`config.mk`:
```
export PLATFORM = sky130hd
export DESIGN_NAME = cartridge_bank_mapper_unit
export DESIGN_NICKNAME = d
export VERILOG_FILES = /design/src/rtl/cbm_pkg.sv /design/src/rtl/cartridge_bank_mapper_unit.sv
export SDC_FILE = /design/constraint.sdc
export NUM_CORES = 1
export LEC_CHECK = 0
export BUFFER_PORTS_ARGS = -buffer_cell sky130_fd_sc_hd__buf_2
export CAP_MARGIN = 30
export CORE_MARGIN = 2
export CORE_UTILIZATION = 41
export CTS_CLUSTER_SIZE = 40
export DETAILED_ROUTE_END_ITERATION = 7
export GPL_TIMING_DRIVEN = 0
export HOLD_SLACK_MARGIN = 0.05
export PLACE_DENSITY = 0.67
export SKIP_LAST_GASP = 1
export SLEW_MARGIN = 25
export SYNTH_ARGS = -nofsm -noshare
export SYNTH_HDL_FRONTEND = slang
export SYNTH_SLANG_ARGS = --single-unit
```
`constraint.sdc`:
```
create_clock -name clock -period 3.42 [get_ports clock]
set_input_delay 0.342 -clock clock [delete_from_list [all_inputs] [get_ports clock]]
set_output_delay 0.342 -clock clock [all_outputs]
set_load 0.1 [all_outputs]
```
`src/rtl/cbm_pkg.sv`:
```
package cbm_pkg;

   localparam int BANK_BITS = 4;

   localparam int REQ_DATA_W = 24;
   localparam int RSP_DATA_W = 32;

   typedef enum logic [2:0] {
      MODE_BOOT     = 3'd0,
      MODE_ALLFLASH = 3'd1,
      MODE_SROM     = 3'd2,
      MODE_ROMRAM   = 3'd3,
      MODE_RAM_A    = 3'd4,
      MODE_SRAM     = 3'd5,
      MODE_RAM_B    = 3'd6,
      MODE_OFF      = 3'd7
   } mode_type;

   typedef enum logic [1:0] {
      TGT_NONE  = 2'd0,
      TGT_RAM   = 2'd1,
      TGT_FLASH = 2'd2,
      TGT_REG   = 2'd3
   } target_type;

   typedef enum logic [1:0] {
      OB_DRIVEN = 2'd0,
      OB_CPU    = 2'd1,
      OB_VIDEO  = 2'd2
   } open_bus_type;

   localparam logic [1:0] REG_IDX_MODE    = 2'd2;
   localparam logic [1:0] REG_IDX_CONTROL = 2'd3;

   localparam logic [5:0] REG_WINDOW = 6'b100111;

   // physical address: bank in A18..A15, block base in A14..A13, inversion applied
   function automatic logic [18:0] phys_addr(input logic [12:0] offset,
                                             input logic [BANK_BITS-1:0] bank,
                                             input logic [1:0] base,
                                             input logic [7:0] control);
      logic [1:0] hi;
      hi = base ^ {control[6], control[5]};
      return {bank[3:0], hi, offset};
   endfunction

endpackage

```
`src/rtl/cartridge_bank_mapper_unit.sv`:
```
// an accepted request word is registered in the input stage, its response word in the output stage
// throughput: one request word per cycle while rsp_tready stays high; an input stage and an output stage
// let a new word enter while a finished response waits to be taken
// reset: synchronous, active high; mode and control registers clear to zero,
// start lock sets, both stages empty
module cartridge_bank_mapper_unit (
   input  logic                              clock,
   input  logic                              reset,
   input  logic                              req_tvalid,
   output logic                              req_tready,
   input  logic [cbm_pkg::REQ_DATA_W-1:0]    req_tdata,  // cpu_address[15:0], write_data[23:16]
   input  logic                              req_tuser,  // kind
   output logic                              rsp_tvalid,
   input  logic                              rsp_tready,
   output logic [cbm_pkg::RSP_DATA_W-1:0]    rsp_tdata,  // mem_address[18:0], write_enable[19],
                                                         // reg_read_data[27:20], open_bus[29:28]
   output logic [1:0]                        rsp_tuser   // target
);

   logic        in_valid_ff;
   logic        kind_ff;
   logic [15:0] addr_ff;
   logic [7:0]  wdata_ff;

   logic        out_valid_ff;
   logic [1:0]  target_ff;
   logic [18:0] maddr_ff;
   logic        we_ff;
   logic [7:0]  rdata_ff;
   logic [1:0]  ob_ff;

   logic [7:0]  mode_reg_ff, mode_reg_in;
   logic [7:0]  control_ff, control_in;
   logic        lock_ff, lock_in;

   logic [1:0]  target_in;
   logic [18:0] maddr_in;
   logic        we_in;
   logic [7:0]  rdata_in;
   logic [1:0]  ob_in;

   logic        advance;
   logic        accept;

   cbm_pkg::mode_type             mode;
   logic [cbm_pkg::BANK_BITS-1:0] bankreg;
   logic [cbm_pkg::BANK_BITS-1:0] bank;
   logic [cbm_pkg::BANK_BITS-1:0] bank_one;
   logic [cbm_pkg::BANK_BITS-1:0] bank_two;
   logic [1:0]                    base;
   logic                          in_blk0, in_regs, in_blk;
   logic                          sel, dis, locked, ram0, ro0;
   logic [2:0]                    bit_idx;

   assign advance    = in_valid_ff && (!out_valid_ff || rsp_tready);
   assign req_tready = !in_valid_ff || advance;
   assign accept     = req_tvalid && req_tready;

   assign mode     = cbm_pkg::mode_type'(mode_reg_ff[7:5]);
   assign bankreg  = mode_reg_ff[cbm_pkg::BANK_BITS-1:0];
   assign bank_one = cbm_pkg::BANK_BITS'(1);
   assign bank_two = cbm_pkg::BANK_BITS'(2);

   assign in_blk0 = (addr_ff[15:12] == 4'h0) && (addr_ff[11:10] != 2'b00);
   assign in_regs = (addr_ff[15:10] == cbm_pkg::REG_WINDOW);

   always_comb begin
      in_blk  = 1'b1;
      base    = 2'd0;
      bit_idx = 3'd1;
      case (addr_ff[15:13])
         3'd1: begin base = 2'd0; bit_idx = 3'd1; end
         3'd2: begin base = 2'd1; bit_idx = 3'd2; end
         3'd3: begin base = 2'd2; bit_idx = 3'd3; end
         3'd5: begin base = 2'd3; bit_idx = 3'd4; end
         default: in_blk = 1'b0;
      endcase
   end

   assign sel    = mode_reg_ff[bit_idx];
   assign dis    = control_ff[bit_idx];
   assign locked = control_ff[7] || ((mode == cbm_pkg::MODE_BOOT) && lock_ff);
   assign ram0   = (mode inside {cbm_pkg::MODE_ROMRAM, cbm_pkg::MODE_RAM_A, cbm_pkg::MODE_RAM_B,
                                 cbm_pkg::MODE_SROM, cbm_pkg::MODE_SRAM});
   assign ro0    = mode_reg_ff[0] &&
                   (mode inside {cbm_pkg::MODE_ROMRAM, cbm_pkg::MODE_RAM_A, cbm_pkg::MODE_RAM_B});

   always_comb begin
      target_in   = cbm_pkg::TGT_NONE;
      maddr_in    = '0;
      we_in       = 1'b0;
      rdata_in    = '0;
      ob_in       = cbm_pkg::OB_DRIVEN;
      bank        = '0;
      mode_reg_in = mode_reg_ff;
      control_in  = control_ff;
      lock_in     = lock_ff;

      if (in_blk0) begin
         if (!control_ff[0]) begin
            if (!kind_ff) begin
               if (ram0) target_in = cbm_pkg::TGT_RAM;
               else ob_in = cbm_pkg::OB_CPU;
            end else if (ram0 && !ro0) begin
               target_in = cbm_pkg::TGT_RAM;
               we_in     = 1'b1;
            end
            if (target_in != cbm_pkg::TGT_NONE)
               maddr_in = cbm_pkg::phys_addr(addr_ff[12:0], '0, 2'd0, control_ff);
         end else if (!kind_ff) begin
            ob_in = cbm_pkg::OB_VIDEO;
         end
      end else if (in_regs) begin
         if (!locked && addr_ff[1]) begin
            target_in = cbm_pkg::TGT_REG;
            if (kind_ff) begin
               we_in = 1'b1;
               if (addr_ff[1:0] == cbm_pkg::REG_IDX_MODE) mode_reg_in = wdata_ff;
               else control_in = wdata_ff;
            end else begin
               rdata_in = (addr_ff[1:0] == cbm_pkg::REG_IDX_MODE) ? mode_reg_ff : control_ff;
            end
         end else if (!kind_ff) begin
            ob_in = cbm_pkg::OB_CPU;
         end
      end else if (in_blk) begin
         if (base == 2'd3) lock_in = !kind_ff;
         if (dis) begin
            if (!kind_ff) ob_in = cbm_pkg::OB_CPU;
         end else if (!kind_ff) begin
            case (mode)
               cbm_pkg::MODE_ALLFLASH, cbm_pkg::MODE_SROM, cbm_pkg::MODE_SRAM: bank = bankreg;
               cbm_pkg::MODE_ROMRAM, cbm_pkg::MODE_RAM_A: bank = bank_one;
               cbm_pkg::MODE_RAM_B: bank = sel ? bank_two : bank_one;
               default: bank = '0;
            endcase
            case (mode)
               cbm_pkg::MODE_BOOT:
                  if (base == 2'd3) target_in = cbm_pkg::TGT_FLASH;
               cbm_pkg::MODE_ALLFLASH, cbm_pkg::MODE_SROM: target_in = cbm_pkg::TGT_FLASH;
               cbm_pkg::MODE_ROMRAM: target_in = sel ? cbm_pkg::TGT_FLASH : cbm_pkg::TGT_RAM;
               cbm_pkg::MODE_RAM_A, cbm_pkg::MODE_RAM_B, cbm_pkg::MODE_SRAM:
                  target_in = cbm_pkg::TGT_RAM;
               default: target_in = cbm_pkg::TGT_NONE;
            endcase
            if (target_in == cbm_pkg::TGT_NONE) ob_in = cbm_pkg::OB_CPU;
         end else begin
            case (mode)
               cbm_pkg::MODE_ALLFLASH, cbm_pkg::MODE_SRAM: bank = bankreg;
               cbm_pkg::MODE_SROM: bank = bank_one | bankreg;
               cbm_pkg::MODE_BOOT, cbm_pkg::MODE_RAM_B: bank = bank_one;
               cbm_pkg::MODE_ROMRAM, cbm_pkg::MODE_RAM_A: bank = sel ? bank_two : bank_one;
               default: bank = '0;
            endcase
            case (mode)
               cbm_pkg::MODE_ALLFLASH: target_in = cbm_pkg::TGT_FLASH;
               cbm_pkg::MODE_ROMRAM: target_in = sel ? cbm_pkg::TGT_RAM : cbm_pkg::TGT_NONE;
               cbm_pkg::MODE_BOOT, cbm_pkg::MODE_RAM_A, cbm_pkg::MODE_RAM_B,
               cbm_pkg::MODE_SROM, cbm_pkg::MODE_SRAM: target_in = cbm_pkg::TGT_RAM;
               default: target_in = cbm_pkg::TGT_NONE;
            endcase
            we_in = (target_in != cbm_pkg::TGT_NONE);
         end
         if (target_in != cbm_pkg::TGT_NONE)
            maddr_in = cbm_pkg::phys_addr(addr_ff[12:0], bank, base, control_ff);
      end
   end

   always_ff @(posedge clock) begin
      if (reset) begin
         in_valid_ff  <= 1'b0;
         out_valid_ff <= 1'b0;
         mode_reg_ff  <= '0;
         control_ff   <= '0;
         lock_ff      <= 1'b1;
      end else begin
         if (accept) in_valid_ff <= 1'b1;
         else if (advance) in_valid_ff <= 1'b0;
         if (advance) out_valid_ff <= 1'b1;
         else if (rsp_tready) out_valid_ff <= 1'b0;
         if (advance) begin
            mode_reg_ff <= mode_reg_in;
            control_ff  <= control_in;
            lock_ff     <= lock_in;
         end
      end
   end

   always_ff @(posedge clock) begin
      if (accept) begin
         kind_ff  <= req_tuser;
         addr_ff  <= req_tdata[15:0];
         wdata_ff <= req_tdata[23:16];
      end
      if (advance) begin
         target_ff <= target_in;
         maddr_ff  <= maddr_in;
         we_ff     <= we_in;
         rdata_ff  <= rdata_in;
         ob_ff     <= ob_in;
      end
   end

   assign rsp_tvalid = out_valid_ff;
   assign rsp_tuser  = target_ff;
   assign rsp_tdata  = {2'b00, ob_ff, rdata_ff, we_ff, maddr_ff};

endmodule

```
==> results of run 1 <==
[worst register-to-register path, delay by kind of cell (launching register included)]
family,cells,cell delay (ns)
simple gates,3,0.94
compound gates,3,0.67
buf+inv,2,0.41
flops,1,0.38
[cells in the mapped netlist, drive strengths merged, types with 2 or more instances]
master and n:
edfxtp 57, nor2 35, nand2 27, dfxtp 19, a21oi 18, mux2i 15
a21boi 14, buf 11, o21ai 10, clkbuf 8, nand2b 7, nor2b 7
inv 6, nor3 5, o22ai 4, a21o 3, nand3 3, o211ai 3
a2111oi 2, a221oi 2, and2 2, nand4 2, nor3b 2, o21bai 2
[cell type report]
| type | count | area, um2 |
|---|---|---|
| timing repair buffer | 62 | 325 |
| clock inverter | 4 | 18.8 |
| clock buffer | 12 | 135 |
| tap | 105 | 131 |
| multi-input combinational | 186 | 1160 |
| fill | 799 | 4110 |
| sequential | 76 | 2090 |
| buffer | 19 | 97.6 |
| inverter | 6 | 22.5 |
[how the worst max path moves through the flow]
stage / slack (ns) / depth (start not counted) / endpoint / from
6_report: 0.75 / 8 / maddr_ff[4]$_DFFE_PP_ / addr_ff[15]$_DFFE_PP_
5_1_grt: 0.49 / 8 / maddr_ff[4]$_DFFE_PP_ / addr_ff[15]$_DFFE_PP_
4_1_cts: 0.76 / 8 / maddr_ff[4]$_DFFE_PP_ / addr_ff[15]$_DFFE_PP_
3_5_place_dp: 0.78 / 8 / maddr_ff[4]$_DFFE_PP_ / addr_ff[15]$_DFFE_PP_
3_3_place_gp: 0.20 / 5 / lock_ff$_SDFFE_PP1P_ / rsp_tready
2_1_floorplan: 0.39 / 4 / lock_ff$_SDFFE_PP1P_ / rsp_tvalid$_SDFFE_PP0P_
[power by group]
group	switching, mW	internal (mW)	total (mW)
Combinational	0.187	0.0489	0.235
Sequential	0.0131	1.03	1.04
Clock	0.297	0.258	0.555
Total	0.496	1.34	1.83
[logic make-up after synthesis]
kind of cell,Yosys count,synth area share
simple gates,98,0.152
xor+xnor,1,0.00261
other cells,1,0.00112
mux,16,0.0481
flops,76,0.623
buf+inv,25,0.0358
compound gates,69,0.138
[state kept, by name (all words and copies together), names as in the netlist, 2 cells and up]
register and count:
maddr_ff 19, mode_reg_ff 8, wdata_ff 8, rsp_tuser 2, control_ff 8, rdata_ff 8
addr_ff 16, ob_ff 2
[per-layer routing]
metal	vias to the layer above	track usage	share of wire
met1	1136	0.228	0.46
met5	-	0	0
met3	12	0.0311	0.044
met2	62	0.269	0.48
li1	1191	-	-
met4	0	0.0845	0.019
[stage by stage]
stage / util / cell area (um2) / hold WS (ns) / cells
2_1_floorplan: - / 3360 / 0.427 / 287
3_3_place_gp: 0.469 / 3800 / 0.447 / 453
3_5_place_dp: 0.473 / 3830 / 0.475 / 454
4_1_cts: 0.492 / 3980 / 0.151 / 470
5_1_grt: 0.492 / 3980 / 0.155 / 470
6_report: 0.492 / 3980 / 0.164 / 470
==> summary.txt, run 1 <==
Outcome
  • Status: complete, no violations

Critical path
  • Worst Path Buf+Inv: 2
  • R2R Path End: maddr_ff[4]$_DFFE_PP_
  • CP Class: register to register
  • R2r setup slk: roughly 0.75 ns
  • Worst EP arrival: 2.73 ns
  • Critical path's most frequent cell: nor3_1
  • Crit Path Max Fanout: 10
  • Reg-to-Reg Start: addr_ff[15]$_DFFE_PP_
  • R2R cell count: 8
  • Element type at the critical path end: register
  • CP max stage cell: or3b_1
  • Startpoint Class: register
  • Crit path cell chain: buf_6 > or3b_1 > o22ai_1 > nor3_1 > nor3_1 > a21o_1 > buf_2 > a21boi_0
  • Worst Path Required: around 3.5 ns
  • Crit-path leading delay family: simple AND/OR/NAND/NOR gates
  • CP max stage delay: around 0.43 ns

STA
  • RSZ-0062 raised after global routing: no
  • Final Skew: 0.0110 ns
  • Fmax: 374 MHz
  • Slew of the pin with the lowest slew margin: 0.611 ns
  • Fin worst setup slack: 0.746 ns
  • Slew Limit Fails: 0
  • Setup TNS Final: 0 ns
  • Final Hold Fails: 0
  • Count of final setup violators: 0
  • Rel. slew slack: 0.593
  • Final period utilization: 0.782
  • Tmin final: 2.67 ns

Synth
  • Mapped Area: 3360 um2
  • Synthesis Warnings: 0
  • Synth Area per Inst: 11.7 um2
  • Share of the synthesized area in the top cell type: 0.510
  • Post-synth ARST share: 0
  • Prevailing post-synth register cell: edfxtp_1
  • Synth area leader: edfxtp_1
  • Synth cell types: 54
  • Part of the Yosys area used for sequential elements: 0.623
  • Syn Inst Count: 286
  • Post-synth EDFFs: 57
  • Synth area leaders: edfxtp_1 51%, dfxtp_1 11%, mux2i_1 4.5%
  • Flops & latches, synth: 76

Floorplanning
  • Total die area: around 8900 um2
  • Die span in x: 94.5 um
  • Starting Density: 0.415
  • I/O pins: 65
  • Placeable Area: 8090 um2
  • Die height: 94.5 um
  • Core Rows: 33

Detailed routing
  • Via count: 2,401
  • Vias per cell: between 5 and 6
  • Initial DRC count: 205
  • DRT Pass-1 Iters: 4
  • DRC viols: 0
  • Routed len/inst: 15.0 um
  • Final ANT Viol Nets: 0
  • Final wirelength: 7.05 mm

Layout
  • Synth-to-Final Area Change: 18.6%
  • Commonest cells after routing, fill and taps aside: 66 x buf_2, 57 x edfxtp_1, 32 x nor2_1
  • Inserted Diodes: 0
  • Commonest non-fill, non-tap cell in the layout: buf_2
  • Share of layout cells above drive strength 1: 0.255
  • # nets final: approximately 390

CTS
  • Clock Tree Root: clkbuf_8
  • CTS buffer count: 9
  • Clock-pin transition on the worst setup and hold timing paths: 0.08 ns
  • H-tree Lvls: 3
  • Clock Latency Late Sink: 0.35 ns
  • Hold Buf Count CTS: 0
  • CTS sink cnt: 76
  • CTS max path bufs: 2
  • Post-CTS setup buffer count: 0
  • CTS tree: built
  • CTS resizes: 0

Hold path
  • Hold path depth: 1
  • Hold path startpoint: req_tdata[6]
  • Hold Path Sink: addr_ff[6]$_DFFE_PP_
  • Hold crit path type: input pin to register

Power and ir drop
  • Leakage: 1.46 nW
  • Power density over the cells: 460 nW/um2
  • VDD IR max: 0.162 mV
  • Tot Pwr: 1.83 mW

Global routing
  • First-pass GRT wire length: 11.3 mm
  • Antenna violations before repair: 0
  • Largest net degree at the start of global routing: 29
  • Grt ovf: 0
  • Vias in the first global route: 2,281
  • Total track usage: 0.171

Place
  • PortBufs: 61
  • DP Worst Slack: 0.784 ns
  • HPWL after DPL: 5.02 mm
  • Placer congestion estimate: 0.891

Run
  • Number of max-cap violations: 0
No activity file was read; power rests on OpenSTA's default activity.
==> run 2: changes to the inputs <==
Settings changed: ABC_AREA set to 1.
Clock period 3.42 ns to 2.61 ns, I/O delays scaled along.
==> summary.txt, run 2 <==
Outcome
  • Status: complete, no violations

Detailed routing
  • DRT Pass-1 Iters: 4
  • Final wirelength: 6.16 mm
  • Vias per cell: 4.70
  • Routed len/inst: between 10 and 15 um
  • Initial DRC count: 160
  • DRC viols: 0
  • Final ANT Viol Nets: 0
  • Via count: 2,371

Critical path
  • Startpoint Class: register
  • Crit Path Max Fanout: 10
  • CP max stage cell: edfxtp_1
  • R2r setup slk: 0.43 ns
  • Critical path's most frequent cell: o21ai_1
  • Element type at the critical path end: register
  • Crit path to: maddr_ff[11]$_DFFE_PP_
  • Critical Path Source: addr_ff[15]$_DFFE_PP_
  • R2R cell count: 11
  • Worst Path Required: 2.73 ns
  • Crit path cell chain: nor2_1 > o21a_1 > o21ai_1 > o21ai_1 > o21ai_1 > and2_1 > nand2_1 > nand3_2 > buf_6 > nand2_1 > inv_1
  • Worst EP arrival: between 2 and 2.5 ns
  • CP max stage delay: roughly 0.46 ns
  • R2R Path End: maddr_ff[11]$_DFFE_PP_
  • Reg-to-Reg Start: addr_ff[15]$_DFFE_PP_
  • CP Class: register to register

STA
  • RSZ-0062 raised after global routing: no
  • Final Skew: 0.0107 ns
  • Fin worst setup slack: 0.429 ns
  • Slew Limit Fails: 0
  • Final Hold Fails: 0
  • Slew of the pin with the lowest slew margin: 0.697 ns
  • Fmax: 459 MHz
  • Rel. slew slack: 0.534
  • Setup TNS Final: 0 ns
  • Count of final setup violators: 0
  • Final period utilization: 0.835
  • Worst hold slack: approximately 0.077 ns
  • Tmin final: ~2.2 ns

Global routing
  • Antenna violations before repair: 0
  • First-pass GRT wire length: 9.89 mm
  • Total track usage: 0.151
  • Largest net degree at the start of global routing: 35
  • Grt ovf: 0
  • Vias in the first global route: ~2,100

CTS
  • CTS sink cnt: 76
  • CTS buffer count: 9
  • Clock Tree Root: clkbuf_8
  • CTS tree: built
  • Clock Latency Late Sink: 0.35 ns
  • Post-CTS setup buffer count: 0
  • CTS max path bufs: 2
  • Clock-pin transition on the worst setup and hold timing paths: 0.08 ns
  • H-tree Lvls: 3
  • CTS resizes: 0
  • Hold Buf Count CTS: 0

Place
  • HPWL after DPL: approximately 4.5 mm
  • PortBufs: 62
  • Placer congestion estimate: 0.923
  • DP Worst Slack: around 0.42 ns

Layout
  • Commonest cells after routing, fill and taps aside: 82 x nand2_1, 62 x buf_2, 57 x edfxtp_1
  • Synth-to-Final Area Change: 22.1%
  • Fillers: between 700 and 800
  • Number of flip-flops in the largest register: 19
  • Share of layout cells above drive strength 1: 0.251
  • Inserted Diodes: 0
  • # nets final: 426
  • Biggest regs: maddr_ff: 19 flops, addr_ff: 16 flops
  • Final core utilization: 0.514
  • Largest Register: maddr_ff
  • Commonest non-fill, non-tap cell in the layout: nand2_1

Floorplanning
  • Starting Density: 0.421
  • Core Rows: 32
  • Die height: 92.9 um
  • Die span in x: 92.9 um
  • Placeable Area: about 7700 um2
  • I/O pins: 65
  • Total die area: ~8600 um2

Synth
  • Synthesis Warnings: 0
  • Top-count cell post-synth: nand2_1
  • Top cells by count, synth: 82 x nand2_1, 57 x edfxtp_1, 38 x inv_1
  • Flops & latches, synth: 76
  • Post-synth EDFFs: 57
  • Synth area leaders: edfxtp_1 53%, dfxtp_1 12%, nand2_1 9.5%
  • Synth cell types: 34
  • Part of the Yosys area used for sequential elements: 0.646
  • Mapped Area: about 3200 um2
  • Synth Area per Inst: roughly 10 um2
  • Syn Inst Count: 322
  • Share of the synthesized area in the top cell type: 0.529
  • Post-synth ARST share: 0
  • Synth area leader: edfxtp_1
  • Prevailing post-synth register cell: edfxtp_1

Hold path
  • Hold crit path type: input pin to register

Run
  • Number of max-cap violations: 0

Power and ir drop
  • Leakage: 1.71 nW
  • Power density over the cells: 706 nW/um2
  • VDD IR max: around 0.37 mV
[run 2: cell types whose count changed in the layout (fill, tap and decap cells not counted), sizes merged, moves of 5 or more]
| cell | delta |
|---|---|
| a21boi | -14 |
| inv | +36 |
| mux2i | -14 |
| nand2b | -7 |
| clkbuf | -9 |
| nand3 | +10 |
| o21ai | +18 |
| nand2 | +57 |
| nor2 | -5 |
| nor2b | -7 |
[run 2: layout make-up]
type                    instances  area [um2]  share of cell area
inverters                      41         154              0.0389
multi-input cells             198         947               0.240
plain buffers                   8        60.1              0.0152
flip-flops and latches         76        2090               0.529
well taps                     102         128              0.0323
clock buffers                   9         124              0.0313
repair buffers                 63         325              0.0823
clock inverters                 7         121              0.0307
[run 2: worst min path at each step]
| stage | slack (ns) | from | cells past startpoint | end |
|---|---|---|---|---|
| after floorplan | 0.33 | reset | 1 | in_valid_ff$_SDFFE_PP0P_ |
| after global placement | 0.44 | req_tdata[5] | 1 | addr_ff[5]$_DFFE_PP_ |
| after detailed placement | 0.44 | req_tdata[7] | 1 | addr_ff[7]$_DFFE_PP_ |
| after CTS | 0.06 | req_tdata[20] | 1 | wdata_ff[4]$_DFFE_PP_ |
| after global routing | 0.06 | req_tdata[10] | 1 | addr_ff[10]$_DFFE_PP_ |
| final | 0.08 | req_tdata[7] | 1 | addr_ff[7]$_DFFE_PP_ |
[run 2: per-stage QoR]
step / std cells / power [mW] / area, um2
2_1_floorplan: 323 / 1.66 / 3250
3_3_place_gp: 487 / 1.72 / 3690
3_5_place_dp: 487 / 1.73 / 3690
4_1_cts: 503 / 2.82 / 3940
5_1_grt: 504 / 2.89 / 3950
6_report: 504 / 2.79 / 3950
[run 2: logic make-up after synthesis]
group,share of synthesized area
multiplexers,0.00309
AO/OA/AOI/OAI,0.0997
buffers and inverters,0.0661
XOR/XNOR,0.00541
AND/OR/NAND/NOR,0.178
flip-flops,0.646
other,0.00116
[run 2: power breakdown]
| group | internal (mW) | switching, mW |
|---|---|---|
| Clock | 0.642 | 0.449 |
| Combinational | 0.0606 | 0.270 |
| Sequential | 1.35 | 0.0183 |
[run 2: layer usage]
metal	up-vias	GRT usage	share of wire	routed length (um)
li1	1225	-	-	-
met1	1067	0.196	0.45	2760
met2	72	0.237	0.47	2920
met3	7	0.0399	0.061	378
met4	0	0.0662	0.015	95
met5	-	0	0	0
[run 2: worst max-delay path, delay by kind of cell, from the launching register on]
kind / cells / cell delay [ns]
flops: 1 / 0.46
buf+inv: 2 / 0.20
compound gates: 4 / 0.45
simple gates: 5 / 0.85
==> run 3: changes to the inputs <==
Clock period 2.61 ns to 2.2 ns, I/O delays scaled along.
==> summary.txt, run 3 (synthesized netlist as in run 2, its figures left out) <==
Layout
  • Synth-to-Final Area Change: 32.3%
  • Commonest cells after routing, fill and taps aside: 76 x nand2_1, 62 x buf_2, 57 x edfxtp_1
  • Inserted Diodes: 0
  • Share of layout cells above drive strength 1: 0.264
  • # nets final: 459
  • Largest Register: maddr_ff
  • Biggest regs: maddr_ff: 19 flops, addr_ff: 16 flops
  • Commonest non-fill, non-tap cell in the layout: nand2_1
  • Number of flip-flops in the largest register: 19

Global routing
  • Largest net degree at the start of global routing: 35
  • First-pass GRT wire length: 10.6 mm
  • Vias in the first global route: ~2,300
  • Antenna violations before repair: 0
  • Grt ovf: 0
  • Total track usage: 0.162

Hold path
  • Hold crit path type: input pin to register
  • Hold path depth: 3

Detailed routing
  • Initial DRC count: 178
  • DRT Pass-1 Iters: 4
  • Via count: 2,527
  • Routed len/inst: roughly 13 um
  • Final ANT Viol Nets: 0
  • Vias per cell: between 4 and 5
  • DRC viols: 0
  • Final wirelength: 6.77 mm

STA
  • RSZ-0062 raised after global routing: yes
  • Final period utilization: 0.934
  • Fmax: 487 MHz
  • Count of final setup violators: 0
  • Slew of the pin with the lowest slew margin: 0.833 ns
  • Final Skew: 0.00712 ns
  • Slew Limit Fails: 0
  • Worst hold slack: roughly 0.15 ns
  • Rel. slew slack: 0.442
  • Tmin final: 2.06 ns
  • Setup TNS Final: 0 ns
  • Final Hold Fails: 0

CTS
  • CTS max path bufs: 2
  • Clock-pin transition on the worst setup and hold timing paths: 0.07 ns
  • CTS sink cnt: 76
  • CTS tree: built
  • Clock Latency Late Sink: around 0.34 ns
  • CTS buffer count: 9
  • Clock Tree Root: clkbuf_8
  • H-tree Lvls: 3

Power and ir drop
  • Clk pwr share: 0.347
  • Logic pwr share: 0.143
  • Cell Int Power: 2.35 mW
  • VDD IR max: 0.340 mV
  • Power density over the cells: 744 nW/um2
  • Share of power burned in registers: 0.510
  • Leakage: 1.83 nW
  • Sw Ratio: 0.264
  • Net switching power: between 0.8 and 0.9 mW

Critical path
  • Worst Path Required: 2.31 ns
  • Worst EP arrival: 2.16 ns
  • Crit Path Max Fanout: 5
  • Element type at the critical path end: register
  • CP Class: register to register
  • Startpoint Class: register
  • R2R cell count: 12

Floorplanning
  • I/O pins: 65
  • Total die area: between 8000 and 9000 um2
  • Placeable Area: 7690 um2
  • Die height: about 93 um
  • Core Rows: 32
  • Die span in x: 92.9 um
  • Starting Density: 0.421

Place
  • HPWL after DPL: 4.61 mm
  • Placer congestion estimate: just over 0.9
  • PortBufs: 62

Run
  • Number of max-cap violations: 0

Outcome
  • Status: complete, no violations
[run 3: final cells by class]
cell class / instances / area [um2]
plain buffers: 8 / 60.1
clock buffers: 10 / 128
clock inverters: 6 / 78.8
fillers: 709 / 3400
inverters: 41 / 158
multi-input cells: 198 / 998
flip-flops and latches: 76 / 2090
well taps: 102 / 128
repair buffers: 95 / 634
repair inverters: 1 / 5.00
[run 3: worst paths after layout]
path | startpoint | to | slack (ns)
setup / recovery | addr_ff[13]$_DFFE_PP_ | maddr_ff[10]$_DFFE_PP_ | 0.14
hold / removal | req_tvalid | in_valid_ff$_SDFFE_PP0P_ | 0.15
setup reg to reg | addr_ff[13]$_DFFE_PP_ | maddr_ff[10]$_DFFE_PP_ | 0.14
hold reg to reg | mode_reg_ff[4]$_SDFFE_PP0P_ | mode_reg_ff[4]$_SDFFE_PP0P_ | 0.49
[run 3: stage by stage]
stage | power (mW) | instance area [um2] | cells | setup slack (ns) | utilization
floorplan | 1.97 | 3260 | 323 | 0.104 | -
global placement | 2.05 | 3700 | 487 | 0.0483 | 0.481
detailed placement | 2.05 | 3700 | 487 | -0.00658 | 0.481
CTS | 3.18 | 4170 | 529 | 0.0334 | 0.542
global route | 3.30 | 4280 | 537 | -0.0367 | 0.557
finish | 3.19 | 4280 | 537 | 0.145 | 0.557
[run 3: power groups by stage]
stage | combinational [mW] | clock [mW] | sequential [mW]
finish | 0.456 | 1.11 | 1.63
global route | 0.483 | 1.18 | 1.63
CTS | 0.429 | 1.13 | 1.63
detailed placement | 0.394 | 0 | 1.66
global placement | 0.390 | 0 | 1.66
floorplan | 0.125 | 0 | 1.85
[run 3: what timing repair did]
item                       CTS  global route
hold endpoints to repair    27             0
setup endpoints to repair    2            34
hold buffers                26             0
gates resized for setup      1            17
buffers inserted             0             5
cloned                       0             2
pin swaps                    0             3
[run 3: worst max-delay path, stage by stage, from the launching register on]
cell,delay (ns)
edfxtp_1,0.50
inv_2,0.13
nand3_1,0.08
nand2_2,0.12
nor2_1,0.05
o21ai_1,0.15
o21ai_2,0.11
and2_1,0.22
nand2_4,0.12
nand3_4,0.09
buf_6,0.15
nand2_1,0.06
inv_1,0.04
[run 3: layer usage]
layer	track usage	share of wire
met1	0.209	0.45
met2	0.263	0.48
met3	0.0496	0.060
met4	0.0478	0.014
met5	0	0
